**src/design/cbq_pkg.sv**
```systemverilog
`timescale 1ns / 1ps
`default_nettype none

package cbq_pkg;

  // Number of biquad sections in the cascade.
  localparam int SECTIONS = 2;

  localparam int SAMPLE_W = 16;
  localparam int COEF_W   = 24;
  localparam int VAL_W    = 32;
  localparam int PROD_W   = VAL_W + COEF_W;
  localparam int IDX_W    = 4;
  localparam int SLOT_W   = 8;
  localparam int PHASE_W  = 3;

  // Operation codes carried in s_tuser.
  localparam logic OP_FILTER = 1'b0;
  localparam logic OP_WRITE  = 1'b1;

  // Phase at which a section makes its last accumulation.
  localparam logic [PHASE_W-1:0] LAST_PHASE = 3'd5;

  localparam logic signed [39:0] VMAX = 40'sd2147483647;
  localparam logic signed [39:0] VMIN = -40'sd2147483648;

  typedef struct packed {
    logic                    clip;
    logic signed [VAL_W-1:0] val;
  } satv_t;

  // Value travelling from one cell to the next.
  typedef struct packed {
    logic                    vld;
    logic                    clip;
    logic signed [VAL_W-1:0] acc;
  } link_t;

  // Coefficient write broadcast to every cell.
  typedef struct packed {
    logic                     we;
    logic [IDX_W-1:0]         idx;
    logic signed [COEF_W-1:0] val;
  } cwr_t;

  function automatic satv_t sat32(input logic signed [39:0] x);
    satv_t r;
    r.clip = 1'b1;
    if (x > VMAX) begin
      r.val = VMAX[VAL_W-1:0];
    end else if (x < VMIN) begin
      r.val = VMIN[VAL_W-1:0];
    end else begin
      r.val  = x[VAL_W-1:0];
      r.clip = 1'b0;
    end
    return r;
  endfunction

  // Round a Q24.8 by Q4.20 product back to Q24.8, halves upwards.
  function automatic satv_t mulq(input logic signed [PROD_W-1:0] p);
    logic signed [PROD_W:0] r;
    r = {p[PROD_W-1], p} + 57'sd524288;
    return sat32({{3{r[PROD_W]}}, r[PROD_W:20]});
  endfunction

  function automatic satv_t add_sat(input logic signed [VAL_W-1:0] a,
                                    input logic signed [VAL_W-1:0] b,
                                    input logic                    sub);
    logic signed [39:0] ea;
    logic signed [39:0] eb;
    ea = {{8{a[VAL_W-1]}}, a};
    eb = {{8{b[VAL_W-1]}}, b};
    return sat32(sub ? (ea - eb) : (ea + eb));
  endfunction

endpackage

`default_nettype wire

```
**src/design/cbq_section.sv**
```systemverilog
`timescale 1ns / 1ps
`default_nettype none

module cbq_section (
  input  wire logic                        clk,
  input  wire logic                        rst,
  input  wire logic [cbq_pkg::SLOT_W-1:0]  base,
  input  wire cbq_pkg::cwr_t               cwr,
  input  wire cbq_pkg::link_t              din,
  output cbq_pkg::link_t                   dout
);
  import cbq_pkg::*;

  logic signed [COEF_W-1:0] coef [4];
  logic signed [VAL_W-1:0]  h1;
  logic signed [VAL_W-1:0]  h2;
  logic signed [VAL_W-1:0]  w;
  logic signed [VAL_W-1:0]  acc;
  logic signed [VAL_W-1:0]  mq;
  logic signed [PROD_W-1:0] prod;
  logic                     clip;
  logic                     busy;
  logic                     done;
  logic [PHASE_W-1:0]       phase;
  logic [SLOT_W:0]          diff;
  logic                     hit;
  logic signed [VAL_W-1:0]  op_h;
  logic signed [COEF_W-1:0] op_c;
  satv_t                    mr;
  satv_t                    sum;
  logic                     do_mul;
  logic                     do_rnd;
  logic                     do_acc;

  // Slots base .. base+3 belong to this section.
  assign diff = {{(SLOT_W-IDX_W+1){1'b0}}, cwr.idx} - {1'b0, base};
  assign hit  = cwr.we && (diff[SLOT_W:2] == '0);

  // Products go h1*pole1, h2*pole2, h1*zero1, h2*zero2; phase k multiplies,
  // phase k+1 rounds and phase k+2 accumulates.
  assign op_h   = phase[0] ? h2 : h1;
  assign op_c   = coef[phase[1:0]];
  assign do_mul = busy && (phase < 3'd4);
  assign do_rnd = busy && (phase >= 3'd1) && (phase <= 3'd4);
  assign do_acc = busy && (phase >= 3'd2);
  assign mr     = mulq(prod);
  assign sum    = add_sat(acc, mq, phase < 3'd4);

  always_ff @(posedge clk) begin
    if (rst) begin
      busy  <= 1'b0;
      done  <= 1'b0;
      phase <= '0;
      h1    <= '0;
      h2    <= '0;
      for (int i = 0; i < 4; i++) begin
        coef[i] <= '0;
      end
    end else begin
      done <= 1'b0;
      if (hit) begin
        coef[diff[1:0]] <= cwr.val;
      end
      if (din.vld) begin
        busy  <= 1'b1;
        phase <= '0;
      end else if (busy) begin
        phase <= phase + 3'd1;
        if (phase == LAST_PHASE) begin
          busy <= 1'b0;
          done <= 1'b1;
          h2   <= h1;
          h1   <= w;
        end
      end
    end
  end

  always_ff @(posedge clk) begin
    if (din.vld) begin
      acc  <= din.acc;
      clip <= din.clip;
    end else begin
      if (do_mul) begin
        prod <= PROD_W'(op_h) * PROD_W'(op_c);
      end
      if (do_rnd) begin
        mq <= mr.val;
      end
      if (do_acc) begin
        acc <= sum.val;
      end
      if (do_acc && phase == 3'd3) begin
        w <= sum.val;
      end
      clip <= clip | (do_rnd & mr.clip) | (do_acc & sum.clip);
    end
  end

  assign dout.vld  = done;
  assign dout.clip = clip;
  assign dout.acc  = acc;

endmodule

`default_nettype wire

```
**config.mk**
```make
export PLATFORM = sky130hd
export DESIGN_NAME = cbq_section
export DESIGN_NICKNAME = d
export VERILOG_FILES = /design/src/design/cbq_pkg.sv /design/src/design/cbq_section.sv
export SDC_FILE = /design/constraint.sdc
export NUM_CORES = 2
export LEC_CHECK = 0
export BUFFER_PORTS_ARGS = -buffer_cell sky130_fd_sc_hd__buf_4
export CORE_MARGIN = 5
export CORE_UTILIZATION = 25
export CTS_CLUSTER_SIZE = 14
export DETAILED_ROUTE_END_ITERATION = 16
export PLACE_DENSITY = 0.45
export SLEW_MARGIN = 5
export SYNTH_ARGS = -nofsm -noshare
export SYNTH_HDL_FRONTEND = slang
export SYNTH_SLANG_ARGS = --single-unit
```
**constraint.sdc**
```tcl
create_clock -name clk -period 7.8 [get_ports clk]
set_input_delay 0.39 -clock clk [delete_from_list [all_inputs] [get_ports clk]]
set_output_delay 0.39 -clock clk [all_outputs]
set_load 0.05 [all_outputs]
```
==> metrics.md <==
| Metric | Value |
|---|---|
| Outcome | finished, final reports clean |
| Core area | 165000 µm² |
| Root buf cell | clkbuf_16 |
| Synth Cell Area | 41300 µm² |
| Clock buffer count from CTS | 37 |
| Grt total ovfl | 0 |
| RSZ-0062 raised after global routing | yes |
| PD cells | 118 nW/µm² |
| Initial antenna violation count | 3 |
| Register area share after synthesis | 20.1% |
| FF+latch count, synth | 301 |
| Gp weighted congestion | 0.867 |
| R2R Setup Slk | 50 ps |
| Highest clock rate | 129 MHz |
| Antenna Nets Post-Route | 0 |
| Synth area leader | fa_1 |
| Final Hold Viols | 0 |
| Syn nets | 5371 |
| Starting Density | 25.1% |
| # rows | 149 |
| Die height | 417 µm |
| Unique cell type count in the Yosys netlist | 73 |
| Critical-path maximum fanout | 12 |
| Final net count | 5699 |
| Post-CTS Hold Fix Bufs | 0 |
| Post-synth EDFFs | 229 |
| Max transition margin | 28.3% |
| Vias in the first global route | 33000 |
| Least-Margin Pin Slew | 1070 ps |
| Layout area overhead | 19.5% |
| Worst Path Arrival | 8080 ps |
| Worst skew pair latency | 610 ps |
| Hold Path Stages | 3 |
| WP data required | 8130 ps |
| Tmin final | 7750 ps |
| WL final | 134 mm |
| Synth Instances | 4326 |
| Post-Layout Cell Count | 6873 |
| Total number of vias | 30600 |
| CTS sink count | 301 |
| Vias/cell | 4.45 |
| Max VDD drop | 0.000197 V |
| Ratio of cells with drive above 1 in the final layout | 15.1% |
| Commonest cells post-synth | 829 x inv_1, 784 x fa_1, 575 x nand2_1, 423 x nor2_1, 229 x edfxtp_1 |
| First-pass GRT wire length | 205 mm |
| TritonRoute pass-1 iters | 5 |
| Most used DFF post-synth | edfxtp_1 |
| Clock Pin Slew Worst Setup and Hold Paths | 60 ps |
| Worst setup EP type | register |
| Synth top area share | 38.0% |
| CTS max path bufs | 3 |
| GRT Resource Usage Total | 15.4% |
| CP Launch Type | register |
| Hold Path Origin | din[31] |
| Top post-synthesis cells by area | fa_1 38%, edfxtp_1 17%, inv_1 7.5% |
| Critical path class | register to register |
| Tcrit/Tclk final | 99.3% |
| Utilization after layout | 30.0% |
| Max-cap violations | 0 |
| Post-Place Setup Slack | -382 ps |
| CTS tree | built |
| Port bufs | 106 |
| Final setup violation count | 0 |
| Fillers | 17300 |
| Ports | 107 |
| Syn Area/Cell | 9.56 µm² |
| Total number of yosys warnings | 0 |
| Final HPWL DP | 110 mm |
| Hold EP | acc[31]$_DFFE_PP_ |
| Max Slew Vio Count | 0 |
| First DRT Iteration DRCs | 1925 |
| HP Class | input port to register |
| Routed WL per cell | 19.5 µm |
| Leak | 22.3 nW |
| H-tree depth | 2 |
| Die area | 174000 µm² |
| DRC Markers | 0 |
| FF-to-FF End | prod[41]$_DFFE_PP_ |
| Cell with the most instances after synthesis | inv_1 |
| Final WS setup | 51.1 ps |
| Worst Skew | 31.9 ps |
| Chip width | 417 µm |
| Post-DP Area | 47400 µm² |
| Asr flop ratio synth | 0% |
| Largest net degree at the start of global routing | 62 |
| Final Cell Area | 49400 µm² |
| Placed insts | 6772 |
| Worst Hold Slack | 74.7 ps |
| Reg2reg path depth | 25 |
==> registers in the layout, indices dropped and copies added, names as in the netlist, 3 cells and up, named ones only <==
signal	flops
acc	32
coef	96
h1	32
h2	32
mq	32
phase	3
prod	37
w	32
==> per-layer routing <==
metal	vias up	track usage (%)	routed length (µm)
met5	-	0	14
met4	4	2.72	2330
met3	120	2.29	7060
met2	733	25.0	61700
met1	15800	22.1	62700
li1	14000	-	-
==> how the worst max path moves through the flow <==
stage	endpoint	from	slack [ps]
2_1_floorplan	prod[55]$_DFFE_PP_	phase[0]$_SDFFE_PP0P_	-1
3_3_place_gp	prod[55]$_DFFE_PP_	register	-410
3_5_place_dp	prod[55]$_DFFE_PP_	register	-380
4_1_cts	prod[54]$_DFFE_PP_	register	4
5_1_grt	prod[53]$_DFFE_PP_	register	-230
6_report	prod[41]$_DFFE_PP_	register	50
==> power by group <==
| part | internal (mW) | switching [mW] | total (mW) | leakage [nW] |
|---|---|---|---|---|
| clock network | 1.07 | 0.769 | 1.84 | 0.614 |
| registers | 1.88 | 0.0662 | 1.95 | 2.73 |
| logic | 0.766 | 1.25 | 2.02 | 19.0 |
| total | 3.72 | 2.09 | 5.81 | 22.3 |
==> placed cells by master (no fill, tap or decap), types with 16 or more instances in the layout <==
master | synthesis | final
inv_1 | 829 | 826
fa_1 | 784 | 764
nand2_1 | 575 | 574
buf_4 | 5 | 424
nor2_1 | 423 | 417
edfxtp_1 | 229 | 229
a21oi_1 | 193 | 187
ha_1 | 188 | 187
and2_1 | 140 | 140
xor2_1 | 74 | 74
dfxtp_1 | 72 | 69
xnor2_1 | 68 | 68
o21ai_0 | 74 | 65
buf_12 | 0 | 52
mux2_2 | 53 | 47
mux2i_1 | 51 | 43
a21o_1 | 41 | 41
clkbuf_16 | 0 | 38
nand2b_1 | 34 | 33
nand3_1 | 32 | 28
nor3_1 | 28 | 27
and3_1 | 24 | 24
a22o_1 | 24 | 24
fa_2 | 0 | 20
nand4_1 | 18 | 18
o21a_1 | 16 | 16
==> final cells by class <==
type                    instances  area (µm²)  share of cell area [%]
repair buffers                489        4430                    8.96
clock inverters                19         264                   0.534
multi-input cells            2995       29500                    59.7
well taps                    2189        2740                    5.54
clock buffers                  49        1020                    2.07
diodes                          1        2.50                 0.00506
inverters                     830        3120                    6.32
flip-flops and latches        301        8330                    16.9
==> critical path, cell delays in order, from the launching register on <==
cell      delay (ps)
dfxtp_4          390
buf_4            130
mux4_2           590
buf_12           200
nand2_1          100
fa_1             440
fa_1             500
fa_2             590
fa_1             450
fa_1             540
inv_1             50
fa_1             500
fa_1             410
ha_1             320
nand3_2           90
nor2_1            60
o31a_1           340
o311ai_2         260
buf_4            170
nand3_2          100
a221oi_4         310
o31a_1           230
o31ai_2          100
buf_4            150
a311oi_2         280
xnor2_1          140
==> cells by family (layout without fill, tap and decap cells) <==
logic type / after synthesis / in the layout / share of synthesized area, %
AND/OR/NAND/NOR: 1328 / 1328 / 14.0
buffers and inverters: 1030 / 1387 / 9.46
adder cells (fa/ha/maj): 977 / 977 / 43.8
AO/OA/AOI/OAI: 435 / 435 / 6.48
flip-flops: 301 / 301 / 20.1
XOR/XNOR: 142 / 142 / 3.01
multiplexers: 113 / 113 / 3.17
other: 0 / 1 / 0
==> repair_timing <==
action                                 4_1_cts  5_1_grt
pin swaps                                   17       29
resized for setup                           38       49
setup endpoints to repair                   15       20
setup buffers                               16       13
endpoints found under the hold margin        0        0
cloned                                       2        1
==> metrics by stage <==
| step | power [mW] | TNS [ps] |
|---|---|---|
| 6_report | 5.81 | 0 |
| 3_5_place_dp | 3.98 | -3400 |
| 3_3_place_gp | 3.98 | -3730 |
| 2_1_floorplan | 3.18 | -1.04 |
| 5_1_grt | 6.11 | -1750 |
| 4_1_cts | 5.88 | 0 |
Note: power is estimated with default switching activity, not from simulation.
