`src/design/cbq_pkg.sv`:
```
`timescale 1ns / 1ps
`default_nettype none

package cbq_pkg;

  // Number of biquad sections in the cascade.
  localparam int SECTIONS = 2;

  localparam int SAMPLE_W = 16;
  localparam int COEF_W   = 24;
  localparam int VAL_W    = 32;
  localparam int PROD_W   = VAL_W + COEF_W;
  localparam int IDX_W    = 4;
  localparam int SLOT_W   = 8;
  localparam int PHASE_W  = 3;

  // Operation codes carried in s_tuser.
  localparam logic OP_FILTER = 1'b0;
  localparam logic OP_WRITE  = 1'b1;

  // Phase at which a section makes its last accumulation.
  localparam logic [PHASE_W-1:0] LAST_PHASE = 3'd5;

  localparam logic signed [39:0] VMAX = 40'sd2147483647;
  localparam logic signed [39:0] VMIN = -40'sd2147483648;

  typedef struct packed {
    logic                    clip;
    logic signed [VAL_W-1:0] val;
  } satv_t;

  // Value travelling from one cell to the next.
  typedef struct packed {
    logic                    vld;
    logic                    clip;
    logic signed [VAL_W-1:0] acc;
  } link_t;

  // Coefficient write broadcast to every cell.
  typedef struct packed {
    logic                     we;
    logic [IDX_W-1:0]         idx;
    logic signed [COEF_W-1:0] val;
  } cwr_t;

  function automatic satv_t sat32(input logic signed [39:0] x);
    satv_t r;
    r.clip = 1'b1;
    if (x > VMAX) begin
      r.val = VMAX[VAL_W-1:0];
    end else if (x < VMIN) begin
      r.val = VMIN[VAL_W-1:0];
    end else begin
      r.val  = x[VAL_W-1:0];
      r.clip = 1'b0;
    end
    return r;
  endfunction

  // Round a Q24.8 by Q4.20 product back to Q24.8, halves upwards.
  function automatic satv_t mulq(input logic signed [PROD_W-1:0] p);
    logic signed [PROD_W:0] r;
    r = {p[PROD_W-1], p} + 57'sd524288;
    return sat32({{3{r[PROD_W]}}, r[PROD_W:20]});
  endfunction

  function automatic satv_t add_sat(input logic signed [VAL_W-1:0] a,
                                    input logic signed [VAL_W-1:0] b,
                                    input logic                    sub);
    logic signed [39:0] ea;
    logic signed [39:0] eb;
    ea = {{8{a[VAL_W-1]}}, a};
    eb = {{8{b[VAL_W-1]}}, b};
    return sat32(sub ? (ea - eb) : (ea + eb));
  endfunction

endpackage

`default_nettype wire

```
`src/design/cbq_gain.sv`:
```
`timescale 1ns / 1ps
`default_nettype none

module cbq_gain (
  input  wire logic                                 clk,
  input  wire logic                                 rst,
  input  wire logic                                 start,
  input  wire logic signed [cbq_pkg::SAMPLE_W-1:0]  sample,
  input  wire cbq_pkg::cwr_t                        cwr,
  output cbq_pkg::link_t                            out
);
  import cbq_pkg::*;

  logic signed [COEF_W-1:0] gain;
  logic signed [PROD_W-1:0] prod;
  logic signed [VAL_W-1:0]  mq;
  logic                     clip;
  logic                     v1;
  logic                     v2;
  satv_t                    mr;
  logic signed [VAL_W-1:0]  scaled;

  assign scaled = {{(VAL_W-SAMPLE_W-8){sample[SAMPLE_W-1]}}, sample, 8'b0};
  assign mr     = mulq(prod);

  always_ff @(posedge clk) begin
    if (rst) begin
      gain <= '0;
      v1   <= 1'b0;
      v2   <= 1'b0;
    end else begin
      v1 <= start;
      v2 <= v1;
      if (cwr.we && cwr.idx == '0) begin
        gain <= cwr.val;
      end
    end
  end

  always_ff @(posedge clk) begin
    if (start) begin
      prod <= PROD_W'(scaled) * PROD_W'(gain);
    end
    if (v1) begin
      mq   <= mr.val;
      clip <= mr.clip;
    end
  end

  assign out.vld  = v2;
  assign out.clip = clip;
  assign out.acc  = mq;

endmodule

`default_nettype wire

```
`config.mk`:
```
export PLATFORM = sky130hd
export DESIGN_NAME = cbq_gain
export DESIGN_NICKNAME = d
export VERILOG_FILES = /design/src/design/cbq_pkg.sv /design/src/design/cbq_gain.sv
export SDC_FILE = /design/constraint.sdc
export NUM_CORES = 1
export LEC_CHECK = 0
export BUFFER_PORTS_ARGS = -buffer_cell sky130_fd_sc_hd__buf_4
export CAP_MARGIN = 20
export CORE_UTILIZATION = 56
export DETAILED_ROUTE_END_ITERATION = 8
export PLACE_DENSITY = 0.73
export SLEW_MARGIN = 20
export SYNTH_ARGS = -nofsm -noshare
export SYNTH_HDL_FRONTEND = slang
export SYNTH_SLANG_ARGS = --single-unit
export TNS_END_PERCENT = 20
```
`constraint.sdc`:
```
create_clock -name clk -period 12.93 [get_ports clk]
set_clock_uncertainty 0.1 [all_clocks]
set_input_delay 0.6465 -clock clk [delete_from_list [all_inputs] [get_ports clk]]
set_output_delay 0.6465 -clock clk [all_outputs]
set_load 0.005 [all_outputs]
```
==> tab_implementation.tex <==
\begin{tabular}{lr}
\hline
Metric & Value \\
\hline
\multicolumn{2}{l}{\textbf{Drt}} \\
\quad Detailed-route vias per instance & approximately 5.4 \\
\quad Initial detailed-routing violation count & 627 \\
\quad Post-route DRC violation count & 0 \\
\quad Wire length reported by the detailed router & 38000 um \\
\quad Total vias in the final route & between 10000 and 15000 \\
\quad Average wire per standard cell & 17.59 um \\
\quad Detailed Routing Iterations Pass 1 & 5 \\
\quad Post-detailed-route count of antenna-violating nets & 0 \\
\multicolumn{2}{l}{\textbf{Finish}} \\
\quad Antenna diode count & 0 \\
\quad Layout fillers & approximately 2500 \\
\quad Layout net count & between 2000 and 2500 \\
\quad Non-Filler Instances & roughly 2200 \\
\quad Final Cell Area & 17720 um2 \\
\quad Layout cells sized above 1 & 6.359\% \\
\quad Core occupancy in the finished layout & between 60\% and 70\% \\
\quad Area Growth Syn to Fin & 6.705\% \\
\multicolumn{2}{l}{\textbf{Hold path}} \\
\quad Class of the tightest hold or removal check & reg2reg \\
\quad Hold Path Stages & 2 \\
\multicolumn{2}{l}{\textbf{Status}} \\
\quad Status & finished clean \\
\multicolumn{2}{l}{\textbf{Worst setup path}} \\
\quad Critical path fanouts, max & 17 \\
\quad CP Launch Type & register \\
\quad Required time at the worst-slack endpoint & $\sim$13 ns \\
\quad Kind of end point of the critical path & register \\
\quad Flop2flop setup slack & $\sim$6 ns \\
\quad Crit path arrival time & $\sim$7.0 ns \\
\quad Category of the critical setup timing path & reg2reg \\
\quad Number of cells on the worst reg-to-reg path & 16 \\
\multicolumn{2}{l}{\textbf{Clock tree}} \\
\quad Resized cells post-CTS & 0 \\
\quad Post-CTS setup buffer count & 0 \\
\quad Number of buffers between clock root and the deepest sink & 2 \\
\quad CTS clock-pin slew for the worst setup and hold paths & approximately 0.07 ns \\
\quad Sink count of the clock tree & 86 \\
\quad CTS buffer count & 9 \\
\quad CTS root buf & sky130\_fd\_sc\_hd\_\_clkbuf\_16 \\
\quad TritonCTS clock tree & yes \\
\quad \# H-tree levels & 3 \\
\quad Number of hold buffers added after cts & 0 \\
\quad Clk\_lat worst skew & $\sim$0.37 ns \\
\multicolumn{2}{l}{\textbf{Floorplan}} \\
\quad Total die area & between 30000 and 40000 um2 \\
\quad Height of the die & around 170 um \\
\quad Row count & between 60 and 70 \\
\quad Starting density of the core & about 57\% \\
\quad I/O pin cnt & 82 \\
\quad Core Area & 28940 um2 \\
\quad Floorplan die width & 174.2 um \\
\multicolumn{2}{l}{\textbf{Timing}} \\
\quad Setup repair after global routing missed its margin & no \\
\quad Shortest period the worst path allows & 6.943 ns \\
\quad Fin. Hold Viols & 0 \\
\quad Setup Total Neg Slack & 0 ns \\
\quad Relative max-transition margin & between 40\% and 50\% \\
\quad Number of endpoints failing setup at the final stage & 0 \\
\quad Slew @ Worst Pin & between 0.8 and 0.9 ns \\
\quad Portion of the clock cycle consumed by the worst path in the final layout & between 50\% and 60\% \\
\quad F\_max & between 0.1 and 0.15 GHz \\
\quad Number of slew-limit violations in the final report & 0 \\
\multicolumn{2}{l}{\textbf{Placement}} \\
\quad Post-detailed-placement cell area & about 17000 um2 \\
\quad Number of cells after detailed placement & 2145 \\
\quad RD Place Congestion & between 0.8 and 0.9 \\
\quad Number of buffers added on ports & 81 \\
\quad Detailed-placement wirelength estimate & 29720 um \\
\multicolumn{2}{l}{\textbf{Logic synthesis}} \\
\quad Count of yosys warnings during synthesis & 0 \\
\quad Post-Synthesis Net Count & about 2300 \\
\quad Share of flip-flops with an asynchronous set or reset & 0\% \\
\quad Post-synth EDFFs & 60 \\
\quad Number of storage elements in the synthesis netlist & 86 \\
\quad Ys flop type & sky130\_fd\_sc\_hd\_\_edfxtp\_1 \\
\quad Sequential fraction of the synthesis area & between 10\% and 20\% \\
\quad Unique masters post-synth & 50 \\
\quad Post-synthesis cell area & roughly 17000 um2 \\
\quad Mean cell area of the mapped netlist & around 9.5 um2 \\
\quad Post-synthesis instance total & between 1500 and 2000 \\
\multicolumn{2}{l}{\textbf{Job}} \\
\quad Reported max-cap violation count & 0 \\
\multicolumn{2}{l}{\textbf{GRT}} \\
\quad Sum of overflow across all layers after global routing & 0 \\
\quad GRT met3 Usage & $\sim$4\% \\
\quad Top Usage Layer GRT & met2 \\
\quad Global routing met2 resource utilization & between 40\% and 50\% \\
\quad Maximum number of pins on one net before global-route repair & 33 \\
\quad Initial antenna violation count & 0 \\
\quad Number of global-route vias before repair & roughly 13000 \\
\quad Overall track demand over capacity in global routing & $\sim$28\% \\
\quad Met1 capacity usage during global routing & 32.41\% \\
\quad First-pass GRT wire length & about 65000 um \\
\multicolumn{2}{l}{\textbf{Power}} \\
\quad Max IR drop VDD & just over 0.07 mV \\
\quad Power density over the cells & 51.96 nW/um2 \\
\quad Leakage power & about 8.8 nW \\
\hline
\end{tabular}
## sequential cells by signal (all words and copies together), names as in the netlist
register and cells:
mq 30, v1 1, gain 24, clip 1, prod 29, v2 1
## through the flow
stage	setup WS (ns)	total power, mW	hold WS (ns)
floorplan	6.318	0.5705	0.3801
global placement	5.820	0.6646	0.3467
detailed placement	5.624	0.6733	0.3483
CTS	5.975	0.9312	0.3572
global route	5.633	0.9831	0.3803
finish	5.987	0.9207	0.3595
## critical path, cell delays in order (launching register included)
cell and delay [ns]:
sky130_fd_sc_hd__dfxtp_1 0.77, sky130_fd_sc_hd__nand2_1 0.19, sky130_fd_sc_hd__inv_1 0.17, sky130_fd_sc_hd__fa_1 0.59, sky130_fd_sc_hd__fa_1 0.98, sky130_fd_sc_hd__fa_1 0.53
sky130_fd_sc_hd__fa_1 0.48, sky130_fd_sc_hd__fa_1 0.54, sky130_fd_sc_hd__inv_1 0.05, sky130_fd_sc_hd__fa_1 0.53, sky130_fd_sc_hd__inv_1 0.05, sky130_fd_sc_hd__ha_1 0.37
sky130_fd_sc_hd__a2111o_1 0.42, sky130_fd_sc_hd__o22a_1 0.24, sky130_fd_sc_hd__a221o_1 0.39, sky130_fd_sc_hd__a31oi_2 0.19, sky130_fd_sc_hd__xnor2_1 0.08
## cell type report
| type | count | area, um2 | area share, % |
|---|---|---|---|
| tap | 384 | 480.5 | 2.711 |
| clock inverter | 7 | 47.55 | 0.2683 |
| multi-input combinational | 1151 | 12360 | 69.75 |
| clock buffer | 9 | 225.2 | 1.271 |
| inverter | 439 | 1648 | 9.299 |
| timing repair buffer | 85 | 638.1 | 3.601 |
| sequential | 86 | 2322 | 13.10 |
## final timing paths
kind                            startpoint       end
worst max register to register    gain[23]  prod[47]
worst min register to register     gain[9]   gain[9]
worst max-delay path              gain[23]  prod[47]
worst min-delay path               gain[9]   gain[9]
## cells by family after synthesis
family          Yosys count  share of synthesized area, %
simple gates            530                         15.24
other cells               1                       0.02258
flops                    86                         13.98
xor+xnor                 62                         3.270
buf+inv                 509                         11.59
compound gates           89                         3.692
fa+ha+maj               469                         52.20
## routing by layer
| metal | part of all wire [%] | vias to the layer above |
|---|---|---|
| met2 | 52 | 401 |
| met3 | 5.1 | 139 |
| met4 | 5.6 | 0 |
| met5 | 0 | - |
| met1 | 38 | 6002 |
| li1 | - | 5152 |
## synth_stat cells (2+ instances only)
cell	count	area, um2
sky130_fd_sc_hd__inv_1	438	1644
sky130_fd_sc_hd__fa_1	373	7467
sky130_fd_sc_hd__nand2_1	272	1021
sky130_fd_sc_hd__and2_1	154	963.4
sky130_fd_sc_hd__ha_1	96	1201
sky130_fd_sc_hd__clkbuf_1	66	247.7
sky130_fd_sc_hd__edfxtp_1	60	1802
sky130_fd_sc_hd__xnor2_1	44	385.4
sky130_fd_sc_hd__a21oi_1	43	215.2
sky130_fd_sc_hd__nor2_1	36	135.1
sky130_fd_sc_hd__dfxtp_1	26	520.5
sky130_fd_sc_hd__nand3_1	20	100.1
sky130_fd_sc_hd__xor2_1	18	157.7
sky130_fd_sc_hd__and3_1	9	56.30
sky130_fd_sc_hd__nand4_1	9	56.30
sky130_fd_sc_hd__and4_1	7	61.31
sky130_fd_sc_hd__nand2b_1	7	43.79
sky130_fd_sc_hd__nor3_1	6	30.03
sky130_fd_sc_hd__o21ai_0	6	30.03
sky130_fd_sc_hd__a21o_1	5	37.54
sky130_fd_sc_hd__o21a_1	5	37.54
sky130_fd_sc_hd__buf_4	4	30.03
sky130_fd_sc_hd__nor2b_1	4	25.02
sky130_fd_sc_hd__a211o_1	2	17.52
sky130_fd_sc_hd__a211oi_1	2	15.01
sky130_fd_sc_hd__a211oi_2	2	25.02
sky130_fd_sc_hd__a21oi_2	2	17.52
sky130_fd_sc_hd__a221o_1	2	20.02
sky130_fd_sc_hd__a31oi_1	2	12.51
sky130_fd_sc_hd__nor4_1	2	12.51
sky130_fd_sc_hd__o211ai_1	2	15.01
sky130_fd_sc_hd__o21bai_1	2	15.01
sky130_fd_sc_hd__o22a_1	2	17.52
sky130_fd_sc_hd__or3_1	2	12.51
## layout by cell type, fill, tap and decap left out, types with 26 or more instances in the layout
| master | instances |
|---|---|
| sky130_fd_sc_hd__xnor2_1 | 44 |
| sky130_fd_sc_hd__nor2_1 | 36 |
| sky130_fd_sc_hd__buf_4 | 85 |
| sky130_fd_sc_hd__dfxtp_1 | 26 |
| sky130_fd_sc_hd__a21oi_1 | 43 |
| sky130_fd_sc_hd__and2_1 | 154 |
| sky130_fd_sc_hd__inv_1 | 438 |
| sky130_fd_sc_hd__ha_1 | 96 |
| sky130_fd_sc_hd__edfxtp_1 | 60 |
| sky130_fd_sc_hd__nand2_1 | 272 |
| sky130_fd_sc_hd__fa_1 | 373 |
## where the power goes
part | switching, mW | internal [mW]
clock network | 0.124 | 0.131
logic | 0.180 | 0.130
registers | 0.0230 | 0.332
Note: power is estimated with default switching activity, not from simulation.
